===== src/sv/pfla_pkg.sv =====
package pfla_pkg;

    // Widths of a page index and of a list link (the link carries an empty mark).
    localparam int PAGE_W  = 16;
    localparam int LINK_W  = 17;
    localparam int COUNT_W = 16;

    localparam logic [LINK_W-1:0] MAX_PAGES  = 17'h10000;
    localparam logic [LINK_W-1:0] LIST_EMPTY = 17'h10000;

    // Operation codes.
    localparam logic [2:0] OP_INIT   = 3'd0;
    localparam logic [2:0] OP_ALLOC  = 3'd1;
    localparam logic [2:0] OP_FREE   = 3'd2;
    localparam logic [2:0] OP_INCREF = 3'd3;
    localparam logic [2:0] OP_DECREF = 3'd4;

    // Status codes.
    localparam logic [2:0] STS_OK      = 3'd0;
    localparam logic [2:0] STS_NOINIT  = 3'd1;
    localparam logic [2:0] STS_EMPTY   = 3'd2;
    localparam logic [2:0] STS_BADPAGE = 3'd3;
    localparam logic [2:0] STS_INUSE   = 3'd4;
    localparam logic [2:0] STS_ISFREE  = 3'd5;
    localparam logic [2:0] STS_LIMIT   = 3'd6;
    localparam logic [2:0] STS_REINIT  = 3'd7;

    // Register indexes on the configuration port.
    localparam logic [1:0] REG_PAGE_COUNT  = 2'd0;
    localparam logic [1:0] REG_HEAP_START  = 2'd1;
    localparam logic [1:0] REG_KERNEL_PAGE = 2'd2;

    // One page entry of the memory.
    typedef struct packed {
        logic                is_free;
        logic [LINK_W-1:0]   link;
        logic [COUNT_W-1:0]  ref_cnt;
    } entry_t;

    // Memory request from the controller.
    typedef struct packed {
        logic                we;
        logic [PAGE_W-1:0]   waddr;
        entry_t              wdata;
        logic                re;
        logic [PAGE_W-1:0]   raddr;
    } ram_req_t;

    // Configuration register values.
    typedef struct packed {
        logic [LINK_W-1:0]   page_count;
        logic [PAGE_W-1:0]   heap_start;
        logic [PAGE_W-1:0]   kernel_first_page;
    } cfg_t;

    // One result item, page_index in the lowest bits.
    typedef struct packed {
        logic                freed;
        logic [COUNT_W-1:0]  ref_count;
        logic [2:0]          status;
        logic [PAGE_W-1:0]   page_index;
    } result_t;

    typedef enum logic [1:0] {
        ST_IDLE,
        ST_INIT,
        ST_EXEC
    } state_t;

endpackage


===== src/sv/pfla_cfg.sv =====
module pfla_cfg (
    input  logic              clk,
    input  logic              rst_n,
    input  logic              psel,
    input  logic              penable,
    input  logic              pwrite,
    input  logic [3:0]        paddr,
    input  logic [31:0]       pwdata,
    output logic [31:0]       prdata,
    output logic              pready,
    output pfla_pkg::cfg_t    cfg
);
    import pfla_pkg::*;

    logic [LINK_W-1:0] page_count_reg;
    logic [PAGE_W-1:0] heap_start_reg;
    logic [PAGE_W-1:0] kernel_page_reg;
    logic              wr_en;
    logic [1:0]        reg_sel;

    assign pready  = 1'b1;
    assign reg_sel = paddr[3:2];
    assign wr_en   = psel && penable && pwrite && pready;

    // Register writes on the access cycle of a write request.
    always_ff @(posedge clk or negedge rst_n)
    begin
        if (!rst_n)
        begin
            page_count_reg  <= MAX_PAGES;
            heap_start_reg  <= 16'd512;
            kernel_page_reg <= 16'd256;
        end
        else if (wr_en)
        begin
            case (reg_sel)
                REG_PAGE_COUNT:  page_count_reg  <= pwdata[LINK_W-1:0];
                REG_HEAP_START:  heap_start_reg  <= pwdata[PAGE_W-1:0];
                REG_KERNEL_PAGE: kernel_page_reg <= pwdata[PAGE_W-1:0];
                default:         ;
            endcase
        end
    end

    // Read-back.
    always_comb
    begin
        case (reg_sel)
            REG_PAGE_COUNT:  prdata = {15'd0, page_count_reg};
            REG_HEAP_START:  prdata = {16'd0, heap_start_reg};
            REG_KERNEL_PAGE: prdata = {16'd0, kernel_page_reg};
            default:         prdata = 32'd0;
        endcase
    end

    assign cfg.page_count        = page_count_reg;
    assign cfg.heap_start        = heap_start_reg;
    assign cfg.kernel_first_page = kernel_page_reg;

endmodule


===== config.mk =====
export PLATFORM = sky130hd
export DESIGN_NAME = pfla_cfg
export DESIGN_NICKNAME = d
export VERILOG_FILES = /design/src/sv/pfla_pkg.sv /design/src/sv/pfla_cfg.sv
export SDC_FILE = /design/constraint.sdc
export NUM_CORES = 1
export LEC_CHECK = 0
export BUFFER_PORTS_ARGS = -buffer_cell sky130_fd_sc_hd__buf_4
export CORE_ASPECT_RATIO = 0.75
export CORE_MARGIN = 2
export CORE_UTILIZATION = 50
export CTS_BUF_LIST = sky130_fd_sc_hd__clkbuf_8
export DETAILED_ROUTE_END_ITERATION = 8
export GPL_ROUTABILITY_DRIVEN = 0
export PLACE_DENSITY = 0.95
export SYNTH_ARGS = -nofsm -noshare
export SYNTH_HDL_FRONTEND = slang
export SYNTH_SLANG_ARGS = --single-unit

===== constraint.sdc =====
create_clock -name clk -period 3.15 [get_ports clk]
set_input_delay 0.4725 -clock clk [delete_from_list [all_inputs] [get_ports clk]]
set_output_delay 0.4725 -clock clk [all_outputs]
set_load 0.01 [all_outputs]

==> metrics.cfg <==
[clocking]
cts.sinks=49
cts-resized-gates=0
clk_latency_ns=0.30
cts_setup_buffers=0
cts_tree=built
clock_tree.buffer_depth=2
htree_num_levels=2
cts_root_buffer=clkbuf_8
hold_buffers=0
numCtsBuffers=5
clk_pin_slew_ns=0.09

[sta]
slew_headroom_pct=56.07
hold_viol_final=0
fmax_mhz=476.7
fin_worst_skew_ns=0
rsz0062_at_grt=false
min_period_over_period_pct=66.60
drv_slew=0
period_needed_ns=2.098
final-setup-viol-count=0
worst_pin_slew_ns=0.6589
setup_tns_ns=0

[final_layout]
largest_register_ffs=17
antenna_cells=0
final_cell_mix=buf_4 (93), dfrtp_1 (46), mux2_2 (38)
final_common_cell=buf_4
drive_gt1_share_pct=57.62
fin_nets=309
syn_to_final_growth_pct=31.63

[global_routing]
grt_overflow=0
grt_pass1_wl_mm=8.866
grt_usage_pct=21.53
grt_pass1_vias=1738
antenna_found_initial=0
grt_max_degree=50

[floorplanning]
die_w_um=83.89
start_util_pct=52.66
dieArea_mm2=0.005362
ios=123
die_h_um=63.92
fp.coreArea_mm2=0.004546
rows=21

[power]
leakage_uw=0.001586
ir_drop_v=0.0004100
p_total_uw=2101
power_density_mw_per_mm2=666.8

[worst_setup_path]
cp.arrival_ns=1.63
critPathKind=in2out
start_kind=input port
cp-end-kind=output port
crit_chain=buf_4 -> nor2b_1 -> buf_4 -> nand2_1 -> o21ai_0 -> buf_4
slowest_delay_ns=0.29
cp_max_fo=21
critPathSlowestCell=nor2b_1
cp_common_cell=buf_4
required_ns=2.68

[synth]
yosysWarnings=0
ys_seq_area_share_pct=51.39
synth.avg_cell_area_um2=13.30
synth.distinct_cells=19
synth_cells=180
syn_area_mm2=0.002394
ys_ff_latch=49

[routing]
vias=1695
wirelength_mm=5.413
firstDrtPassIters=4
dr.first_iter.drc_count=72
drt-vias-per-instance=5.199
ant_nets=0
drc=0
avgRoutedWirePerCell_um=16.60

[placement]
place_hpwl_mm=3.903
io_buffers=89

[outcome]
outcome=completed

[min_path]
hold_path_class=in2async

[run]
cap_violations=0

[metal layers]
layer	track usage [%]	vias up	wire [um]
li1	-	770	-
met2	35.80	71	2639
met1	27.62	849	2320
met3	6.460	5	409
met4	6.048	0	43
met5	0	-	0
[cell usage after synthesis]
cell	instances	area, um^2
nor3b_1	1	7.510
buf_12	1	20.02
or3_1	1	6.260
mux2_1	1	11.26
nand2_1	16	60.06
buf_6	2	22.52
nand3_2	1	10.01
mux2_4	10	150.1
nor3b_4	2	37.54
buf_4	18	135.1
conb_1	2	7.510
o21ai_0	16	80.08
dfstp_2	3	78.83
nor2b_1	1	6.260
mux2_2	38	427.9
dfrtp_1	46	1151
clkbuf_1	3	11.26
mux2i_1	16	160.2
buf_2	2	10.01
[through the flow]
step                instance area, um^2  util [%]  worst slack (ns)  hold slack, ns  cells
global placement                   3017     66.36            0.9386          0.5045    318
detailed placement                 3017     66.36            0.9009          0.5126    318
global route                       3151     69.31            0.9296          0.2175    326
CTS                                3151     69.31             1.062          0.1917    326
floorplan                          2446         -             1.383          0.1769    194
finish                             3151     69.31             1.052          0.1724    326
[worst max-delay path, delay by kind of cell]
family / cells / cell delay (ns)
buf+inv: 3 / 0.67
simple gates: 2 / 0.36
compound gates: 1 / 0.10
[worst paths after layout]
| check | to | from | cells after the start | slack, ns |
|---|---|---|---|---|
| worst min-delay path | kernel_page_reg[15]$_DFFE_PN0P_ | rst_n | 1 | 0.17 |
| min in group clk | page_count_reg[16]$_DFFE_PN1P_ | pwdata[16] | 2 | 0.41 |
| max in group asynchronous | heap_start_reg[8]$_DFFE_PN0P_ | rst_n | 1 | 2.57 |
| worst max-delay path | prdata[10] | paddr[2] | 6 | 1.05 |
| worst max register to register | page_count_reg[9]$_DFFE_PN0P_ | page_count_reg[9]$_DFFE_PN0P_ | 1 | 2.34 |
| worst min register to register | kernel_page_reg[14]$_DFFE_PN0P_ | kernel_page_reg[14]$_DFFE_PN0P_ | 1 | 0.53 |
[cell families (layout without fill, tap and decap cells)]
| logic type | after synthesis | after routing | share of synthesized area [%] |
|---|---|---|---|
| other | 2 | 16 | 0.3138 |
| buffers and inverters | 26 | 101 | 8.312 |
| and+or+nand+nor | 22 | 22 | 5.333 |
| AOI/OAI and AO/OA | 16 | 16 | 3.346 |
| muxes | 65 | 65 | 31.31 |
| DFF | 49 | 49 | 51.39 |
[report_power, final]
part | switching, uW | internal, uW
clock | 202 | 315
sequential | 123 | 782
combinational | 278 | 401
total | 603 | 1500
[final cells by class]
| class | instances | area [um^2] |
|---|---|---|
| fillers | 356 | 1395 |
| well taps | 57 | 71.32 |
| repair buffers | 93 | 698.2 |
| clock buffers | 5 | 68.82 |
| flip-flops and latches | 49 | 1230 |
| multi-input cells | 119 | 1017 |
| clock inverters | 3 | 65.06 |
Power figures use the tool's default switching activity.
