### src/sv/pfla_pkg.sv
package pfla_pkg;

    // Widths of a page index and of a list link (the link carries an empty mark).
    localparam int PAGE_W  = 16;
    localparam int LINK_W  = 17;
    localparam int COUNT_W = 16;

    localparam logic [LINK_W-1:0] MAX_PAGES  = 17'h10000;
    localparam logic [LINK_W-1:0] LIST_EMPTY = 17'h10000;

    // Operation codes.
    localparam logic [2:0] OP_INIT   = 3'd0;
    localparam logic [2:0] OP_ALLOC  = 3'd1;
    localparam logic [2:0] OP_FREE   = 3'd2;
    localparam logic [2:0] OP_INCREF = 3'd3;
    localparam logic [2:0] OP_DECREF = 3'd4;

    // Status codes.
    localparam logic [2:0] STS_OK      = 3'd0;
    localparam logic [2:0] STS_NOINIT  = 3'd1;
    localparam logic [2:0] STS_EMPTY   = 3'd2;
    localparam logic [2:0] STS_BADPAGE = 3'd3;
    localparam logic [2:0] STS_INUSE   = 3'd4;
    localparam logic [2:0] STS_ISFREE  = 3'd5;
    localparam logic [2:0] STS_LIMIT   = 3'd6;
    localparam logic [2:0] STS_REINIT  = 3'd7;

    // Register indexes on the configuration port.
    localparam logic [1:0] REG_PAGE_COUNT  = 2'd0;
    localparam logic [1:0] REG_HEAP_START  = 2'd1;
    localparam logic [1:0] REG_KERNEL_PAGE = 2'd2;

    // One page entry of the memory.
    typedef struct packed {
        logic                is_free;
        logic [LINK_W-1:0]   link;
        logic [COUNT_W-1:0]  ref_cnt;
    } entry_t;

    // Memory request from the controller.
    typedef struct packed {
        logic                we;
        logic [PAGE_W-1:0]   waddr;
        entry_t              wdata;
        logic                re;
        logic [PAGE_W-1:0]   raddr;
    } ram_req_t;

    // Configuration register values.
    typedef struct packed {
        logic [LINK_W-1:0]   page_count;
        logic [PAGE_W-1:0]   heap_start;
        logic [PAGE_W-1:0]   kernel_first_page;
    } cfg_t;

    // One result item, page_index in the lowest bits.
    typedef struct packed {
        logic                freed;
        logic [COUNT_W-1:0]  ref_count;
        logic [2:0]          status;
        logic [PAGE_W-1:0]   page_index;
    } result_t;

    typedef enum logic [1:0] {
        ST_IDLE,
        ST_INIT,
        ST_EXEC
    } state_t;

endpackage

### src/sv/pfla_ctrl.sv
module pfla_ctrl (
    input  logic               clk,
    input  logic               rst_n,
    input  logic               s_tvalid,
    output logic               s_tready,
    input  logic [2:0]         s_tuser,
    input  logic [15:0]        s_tdata,
    output logic               m_tvalid,
    input  logic               m_tready,
    output pfla_pkg::result_t  result,
    input  pfla_pkg::cfg_t     cfg,
    output pfla_pkg::ram_req_t ram_req,
    input  pfla_pkg::entry_t   ram_rdata
);
    import pfla_pkg::*;

    state_t            state_reg, state_next;
    logic [2:0]        op_reg, op_next;
    logic [PAGE_W-1:0] page_reg, page_next;
    logic              ready_reg, ready_next;
    logic [LINK_W-1:0] head_reg, head_next;
    logic [LINK_W-1:0] limit_reg, limit_next;
    logic [LINK_W-1:0] idx_reg, idx_next;
    logic              out_valid_reg, out_valid_next;
    result_t           out_data_reg, out_data_next;

    logic              accept;
    logic              out_free;
    logic              walk_done;
    logic [LINK_W-1:0] idx_plus;
    logic [LINK_W-1:0] sat_count;
    logic              kernel_hit;
    logic              counted_ok;
    logic              in_range;
    logic [COUNT_W-1:0] dec_cnt;
    result_t           res;
    entry_t            wr_entry;
    logic              wr_en;
    logic [LINK_W-1:0] head_upd;

    assign s_tready  = (state_reg == ST_IDLE);
    assign accept    = s_tvalid && s_tready;
    assign out_free  = !out_valid_reg || m_tready;
    assign walk_done = (idx_reg == limit_reg);
    assign idx_plus  = idx_reg + 1'b1;
    assign sat_count = (cfg.page_count > MAX_PAGES) ? MAX_PAGES : cfg.page_count;

    assign m_tvalid = out_valid_reg;
    assign result   = out_data_reg;

    // Page checks for the item held in execution.
    assign in_range   = ({1'b0, page_reg} < limit_reg);
    assign kernel_hit = (page_reg >= cfg.kernel_first_page) && (page_reg < cfg.heap_start);
    assign counted_ok = (page_reg >= 16'd2) && in_range && !kernel_hit;
    assign dec_cnt    = ram_rdata.ref_cnt - 1'b1;

    // Result and write-back of one executed item, from the entry read.
    always_comb
    begin
        res            = '0;
        res.page_index = page_reg;
        res.status     = STS_OK;
        wr_entry       = ram_rdata;
        wr_en          = 1'b0;
        head_upd       = head_reg;

        if (op_reg == OP_INIT)
        begin
            if (ready_reg)
            begin
                res.status = STS_REINIT;
            end
        end
        else if (op_reg > OP_DECREF)
        begin
            res.status = STS_OK;
        end
        else if (!ready_reg)
        begin
            res.status = STS_NOINIT;
        end
        else if (op_reg == OP_ALLOC)
        begin
            if (head_reg == LIST_EMPTY)
            begin
                res.status     = STS_EMPTY;
                res.page_index = '0;
            end
            else
            begin
                res.page_index   = head_reg[PAGE_W-1:0];
                res.ref_count    = ram_rdata.ref_cnt;
                wr_entry.is_free = 1'b0;
                wr_en            = 1'b1;
                head_upd         = ram_rdata.link;
            end
        end
        else if (op_reg == OP_FREE)
        begin
            if (!in_range)
            begin
                res.status = STS_BADPAGE;
            end
            else
            begin
                res.ref_count = ram_rdata.ref_cnt;
                if (ram_rdata.ref_cnt != '0)
                begin
                    res.status = STS_INUSE;
                end
                else if (ram_rdata.is_free)
                begin
                    res.status = STS_ISFREE;
                end
                else
                begin
                    wr_entry.is_free = 1'b1;
                    wr_entry.link    = head_reg;
                    wr_en            = 1'b1;
                    head_upd         = {1'b0, page_reg};
                end
            end
        end
        else if (!counted_ok)
        begin
            res.status = STS_BADPAGE;
        end
        else if (op_reg == OP_INCREF)
        begin
            res.ref_count = ram_rdata.ref_cnt;
            if (ram_rdata.ref_cnt == '1)
            begin
                res.status = STS_LIMIT;
            end
            else
            begin
                res.ref_count    = ram_rdata.ref_cnt + 1'b1;
                wr_entry.ref_cnt = ram_rdata.ref_cnt + 1'b1;
                wr_en            = 1'b1;
            end
        end
        else
        begin
            // Decrement; reaching zero returns the page to the list unless it is already free.
            if (ram_rdata.ref_cnt == '0)
            begin
                res.status = STS_LIMIT;
            end
            else
            begin
                res.ref_count    = dec_cnt;
                wr_entry.ref_cnt = dec_cnt;
                wr_en            = 1'b1;
                if (dec_cnt == '0)
                begin
                    if (ram_rdata.is_free)
                    begin
                        res.status = STS_ISFREE;
                    end
                    else
                    begin
                        wr_entry.is_free = 1'b1;
                        wr_entry.link    = head_reg;
                        head_upd         = {1'b0, page_reg};
                        res.freed        = 1'b1;
                    end
                end
            end
        end
    end

    // Next state.
    always_comb
    begin
        state_next = state_reg;
        case (state_reg)
            ST_IDLE:
            begin
                if (accept)
                begin
                    if ((s_tuser == OP_INIT) && !ready_reg)
                    begin
                        state_next = ST_INIT;
                    end
                    else
                    begin
                        state_next = ST_EXEC;
                    end
                end
            end
            ST_INIT:
            begin
                if (walk_done)
                begin
                    state_next = ST_EXEC;
                end
            end
            ST_EXEC:
            begin
                if (out_free)
                begin
                    state_next = ST_IDLE;
                end
            end
            default: state_next = ST_IDLE;
        endcase
    end

    // Datapath and memory requests per state.
    always_comb
    begin
        op_next        = op_reg;
        page_next      = page_reg;
        ready_next     = ready_reg;
        head_next      = head_reg;
        limit_next     = limit_reg;
        idx_next       = idx_reg;
        out_valid_next = out_valid_reg && !m_tready;
        out_data_next  = out_data_reg;
        ram_req        = '0;

        case (state_reg)
            ST_IDLE:
            begin
                if (accept)
                begin
                    op_next       = s_tuser;
                    page_next     = s_tdata;
                    ram_req.re    = 1'b1;
                    ram_req.raddr = (s_tuser == OP_ALLOC) ? head_reg[PAGE_W-1:0] : s_tdata;
                    if ((s_tuser == OP_INIT) && !ready_reg)
                    begin
                        limit_next = sat_count;
                        idx_next   = '0;
                        head_next  = ({1'b0, cfg.heap_start} < sat_count) ?
                                     {1'b0, cfg.heap_start} : LIST_EMPTY;
                    end
                end
            end
            ST_INIT:
            begin
                // One page written per cycle; free pages chained in ascending order.
                if (!walk_done)
                begin
                    ram_req.we    = 1'b1;
                    ram_req.waddr = idx_reg[PAGE_W-1:0];
                    if (idx_reg >= {1'b0, cfg.heap_start})
                    begin
                        ram_req.wdata.is_free = 1'b1;
                        ram_req.wdata.link    = (idx_plus < limit_reg) ? idx_plus : LIST_EMPTY;
                        ram_req.wdata.ref_cnt = '0;
                    end
                    else
                    begin
                        ram_req.wdata.is_free = 1'b0;
                        ram_req.wdata.link    = LIST_EMPTY;
                        ram_req.wdata.ref_cnt = 16'd1;
                    end
                    idx_next = idx_plus;
                end
            end
            ST_EXEC:
            begin
                if (out_free)
                begin
                    out_valid_next = 1'b1;
                    out_data_next  = res;
                    head_next      = head_upd;
                    ram_req.we     = wr_en;
                    ram_req.waddr  = res.page_index;
                    ram_req.wdata  = wr_entry;
                    if (op_reg == OP_INIT)
                    begin
                        ready_next = 1'b1;
                    end
                end
            end
            default: ;
        endcase
    end

    // Control registers.
    always_ff @(posedge clk or negedge rst_n)
    begin
        if (!rst_n)
        begin
            state_reg     <= ST_IDLE;
            ready_reg     <= 1'b0;
            head_reg      <= LIST_EMPTY;
            limit_reg     <= '0;
            idx_reg       <= '0;
            out_valid_reg <= 1'b0;
        end
        else
        begin
            state_reg     <= state_next;
            ready_reg     <= ready_next;
            head_reg      <= head_next;
            limit_reg     <= limit_next;
            idx_reg       <= idx_next;
            out_valid_reg <= out_valid_next;
        end
    end

    // Payload registers.
    always_ff @(posedge clk)
    begin
        op_reg       <= op_next;
        page_reg     <= page_next;
        out_data_reg <= out_data_next;
    end

endmodule

### config.mk
export PLATFORM = sky130hd
export DESIGN_NAME = pfla_ctrl
export DESIGN_NICKNAME = d
export VERILOG_FILES = /design/src/sv/pfla_pkg.sv /design/src/sv/pfla_ctrl.sv
export SDC_FILE = /design/constraint.sdc
export NUM_CORES = 1
export LEC_CHECK = 0
export BUFFER_PORTS_ARGS = -buffer_cell sky130_fd_sc_hd__buf_2
export CORE_MARGIN = 2
export CORE_UTILIZATION = 50
export DETAILED_ROUTE_END_ITERATION = 10
export PLACE_DENSITY = 0.86
export SLEW_MARGIN = 20
export SYNTH_ARGS = -nofsm -noshare
export SYNTH_HDL_FRONTEND = slang
export SYNTH_SLANG_ARGS = --single-unit
### constraint.sdc
create_clock -name clk -period 6.7 [get_ports clk]
set_clock_uncertainty 0.1 [all_clocks]
set_input_delay 0.335 -clock clk [delete_from_list [all_inputs] [get_ports clk]]
set_output_delay 0.335 -clock clk [all_outputs]
set_load 0.02 [all_outputs]
==> run_results.csv <==
group,metric,value,unit
run_status,status,"finished, final reports clean",
worst_setup_path,cp_max_fo,8,
global_routing,grt_first_pass_wirelength,57.0,mm
timing,min_period,5.43,ns
die,core_area,19600,µm²
route,ant_nets,0,
logic_synthesis,synth-seq-cells,110,
logic_synthesis,synth_cells,1211,
placement,place.gp.congestion,0.973,
timing,tightest_slew,1.07,ns
global_routing,grt_util_all_layers,0.341,
route,routed_wirelength,37.1,mm
layout,diodes,0,
clock_tree,numCtsBuffers,9,
clock_tree,post_cts_buffers,0,
worst_setup_path,critPathRequiredTime,6.26,ns
route,routedWlPerCell,22.6,µm
pwr,leakagePower,5.38,nW
global_routing,antenna_found_initial,0,
worst_setup_path,cp-startpoint,"idx_reg[2]",
die,die_w,146,µm
layout,largest_reg_flops,36,
worst_setup_path,crit_type,"flip-flop to output port",
clock_tree,clkLatencyLatePin,0.36,ns
worst_setup_path,crit_end,"ram_req[39]",
route,vias_per_cell,6.47,
timing,rsz0062_at_grt,"no",
clock_tree,clk_path_buf_depth,2,
layout,fillers,1781,
clock_tree,htreeDepth,3,
placement,hpwl,28.4,mm
logic_synthesis,yosysUniqueCellTypes,85,
logic_synthesis,synth_nets,1419,
clock_tree,clk_pin_slew,0.08,ns
layout,drive_above_1_share,0.208,
timing,hold_slack,0.0335,ns
layout,stdcell_count,1643,
timing,final.setup.tns,0,ns
route,drc_errors,0,
worst_setup_path,cp.arrival,4.99,ns
clock_tree,cts_resized,0,
logic_synthesis,syn_avg_cell_area,8.31,µm²
placement,port_buffers,211,
layout,num-nets-final,1581,
clock_tree,clock_sinks,110,
worst_setup_path,reg2reg_to,"head_reg[6]",
layout,area_growth,14.6,%
timing,finalSetupViolCount,0,
clock_tree,hold_buffers,0,
clock_tree,root_buffer,"clkbuf_16",
timing,finalCritPeriodShare,0.810,
route,drtIter0Drc,1204,
logic_synthesis,syn_area,10100,µm²
die,fp-row-count,51,
pwr,p_per_area,307,nW/µm²
logic_synthesis,yosysSeqAreaShare,0.301,
placement,post-place-ws,1.81,ns
timing,setup_ws,1.27,ns
logic_synthesis,synth_edf_count,55,
pwr,finalPower,3.55,mW
worst_setup_path,ff2ff_path_depth,9,
die,die_area,21300,µm²
layout,final_cell_mix,"buf_2, nand2_1, ha_1, a21oi_1, inv_1",
logic_synthesis,yosysWarnings,0,
timing,maxSlewHeadroom,0.285,
global_routing,overflow,0,
placement,dp.cells,1627,
die,ios,212,
clock_tree,cts_tree,"yes",
layout,final_common_cell,"buf_2",
worst_setup_path,rrSetupSlack,2.60,ns
die,die_h,146,µm
timing,finalHoldViolations,0,
timing,timing.final.max_slew_violations,0,
route,dr.pass1.iters,6,
timing,fmax,184,MHz
hold_path,hold_class,"input pin to asynchronous set/reset pin",
worst_setup_path,start_kind,"flip-flop",
worst_setup_path,worst_setup_path_end_kind,"output port",
die,initial_core_util,0.514,
worst_setup_path,timing.rr.start,"page_reg[10]",
route,dr_total_vias,10633,
pwr,ir_worst_vdd,0.171,mV
logic_synthesis,ys_async_sr_fraction,0.500,
logic_synthesis,synth_ff_type,"edfxtp_1",
global_routing,grt_pass1_vias,9979,
run,max_cap_viol_count,0,
global_routing,grt_max_degree,56,
## synth_stat cells, drive strengths merged, types with 7 or more instances
library cell	n	area, µm²
a211oi	8	65.1
a21o	14	105
a21oi	84	420
a22o	45	395
a31oi	11	68.8
and2	12	77.6
and3	14	87.6
clkbuf	65	244
dfrtp	54	1350
edfxtp	55	1650
ha	102	1280
inv	72	270
mux2	33	372
nand2	207	777
nand2b	8	50.1
nand3	41	205
nand4	33	206
nor2	47	176
nor2b	12	75.1
nor3	26	135
nor4	19	153
o211ai	15	113
o21ai	71	355
o22ai	7	43.8
o31ai	9	67.6
o41ai	7	95.1
or3	11	70.1
or4	8	63.8
xnor2	14	123
xor2	22	193
## layer usage
| metal | part of all wire | track usage | vias up |
|---|---|---|---|
| li1 | - | - | 4817 |
| met1 | 0.41 | 0.471 | 4951 |
| met2 | 0.44 | 0.532 | 761 |
| met3 | 0.11 | 0.0680 | 104 |
| met4 | 0.035 | 0.125 | 0 |
| met5 | 0 | 0 | - |
## through the flow
| step | util | cell area [µm²] |
|---|---|---|
| finish | 0.589 | 11500 |
| global route | 0.589 | 11500 |
| CTS | 0.589 | 11500 |
| detailed placement | 0.575 | 11300 |
| global placement | 0.575 | 11300 |
| floorplan | - | 10100 |
## power by group
part,switching [mW],internal [mW]
registers,0.234,0.963
logic,1.19,0.631
clock network,0.269,0.257
## worst min-delay path by stage
| stage | depth (start not counted) | startpoint | to |
|---|---|---|---|
| floorplan | 0 | rst_n | head_reg[0] |
| global placement | 2 | m_tvalid | m_tvalid |
| detailed placement | 1 | s_tdata[2] | page_reg[2] |
| CTS | 2 | rst_n | limit_reg[1] |
| global route | 1 | s_tdata[0] | page_reg[0] |
| finish | 2 | rst_n | limit_reg[1] |
## final cells by class
class                   instances  area, µm²  area share
multi-input cells             958       6490       0.563
flip-flops and latches        110       3030       0.263
repair buffers                222       1140      0.0987
well taps                     265        332      0.0287
inverters                      72        270      0.0234
clock buffers                  10        229      0.0198
clock inverters                 6       46.3     0.00401
## critical path: stages, from the launching register on
cell	delay [ns]
dfrtp_1	0.49
nand3_1	0.17
nor2_1	0.32
and3_1	0.29
and2_1	0.17
nand2_1	0.07
xnor2_1	0.30
ha_1	0.32
a21oi_1	0.13
nand2_1	0.07
a2111oi_0	0.46
o21ai_0	0.18
nor4bb_1	0.83
a21oi_1	0.16
a221oi_1	0.43
buf_2	0.24
## cell families after synthesis
| family | share of synthesized area |
|---|---|
| AND/OR/NAND/NOR | 0.225 |
| AO/OA/AOI/OAI | 0.223 |
| XOR/XNOR | 0.0313 |
| multiplexers | 0.0379 |
| adder cells (fa/ha/maj) | 0.127 |
| flip-flops | 0.301 |
| buffers and inverters | 0.0554 |
(Power assumes the default switching activity.)
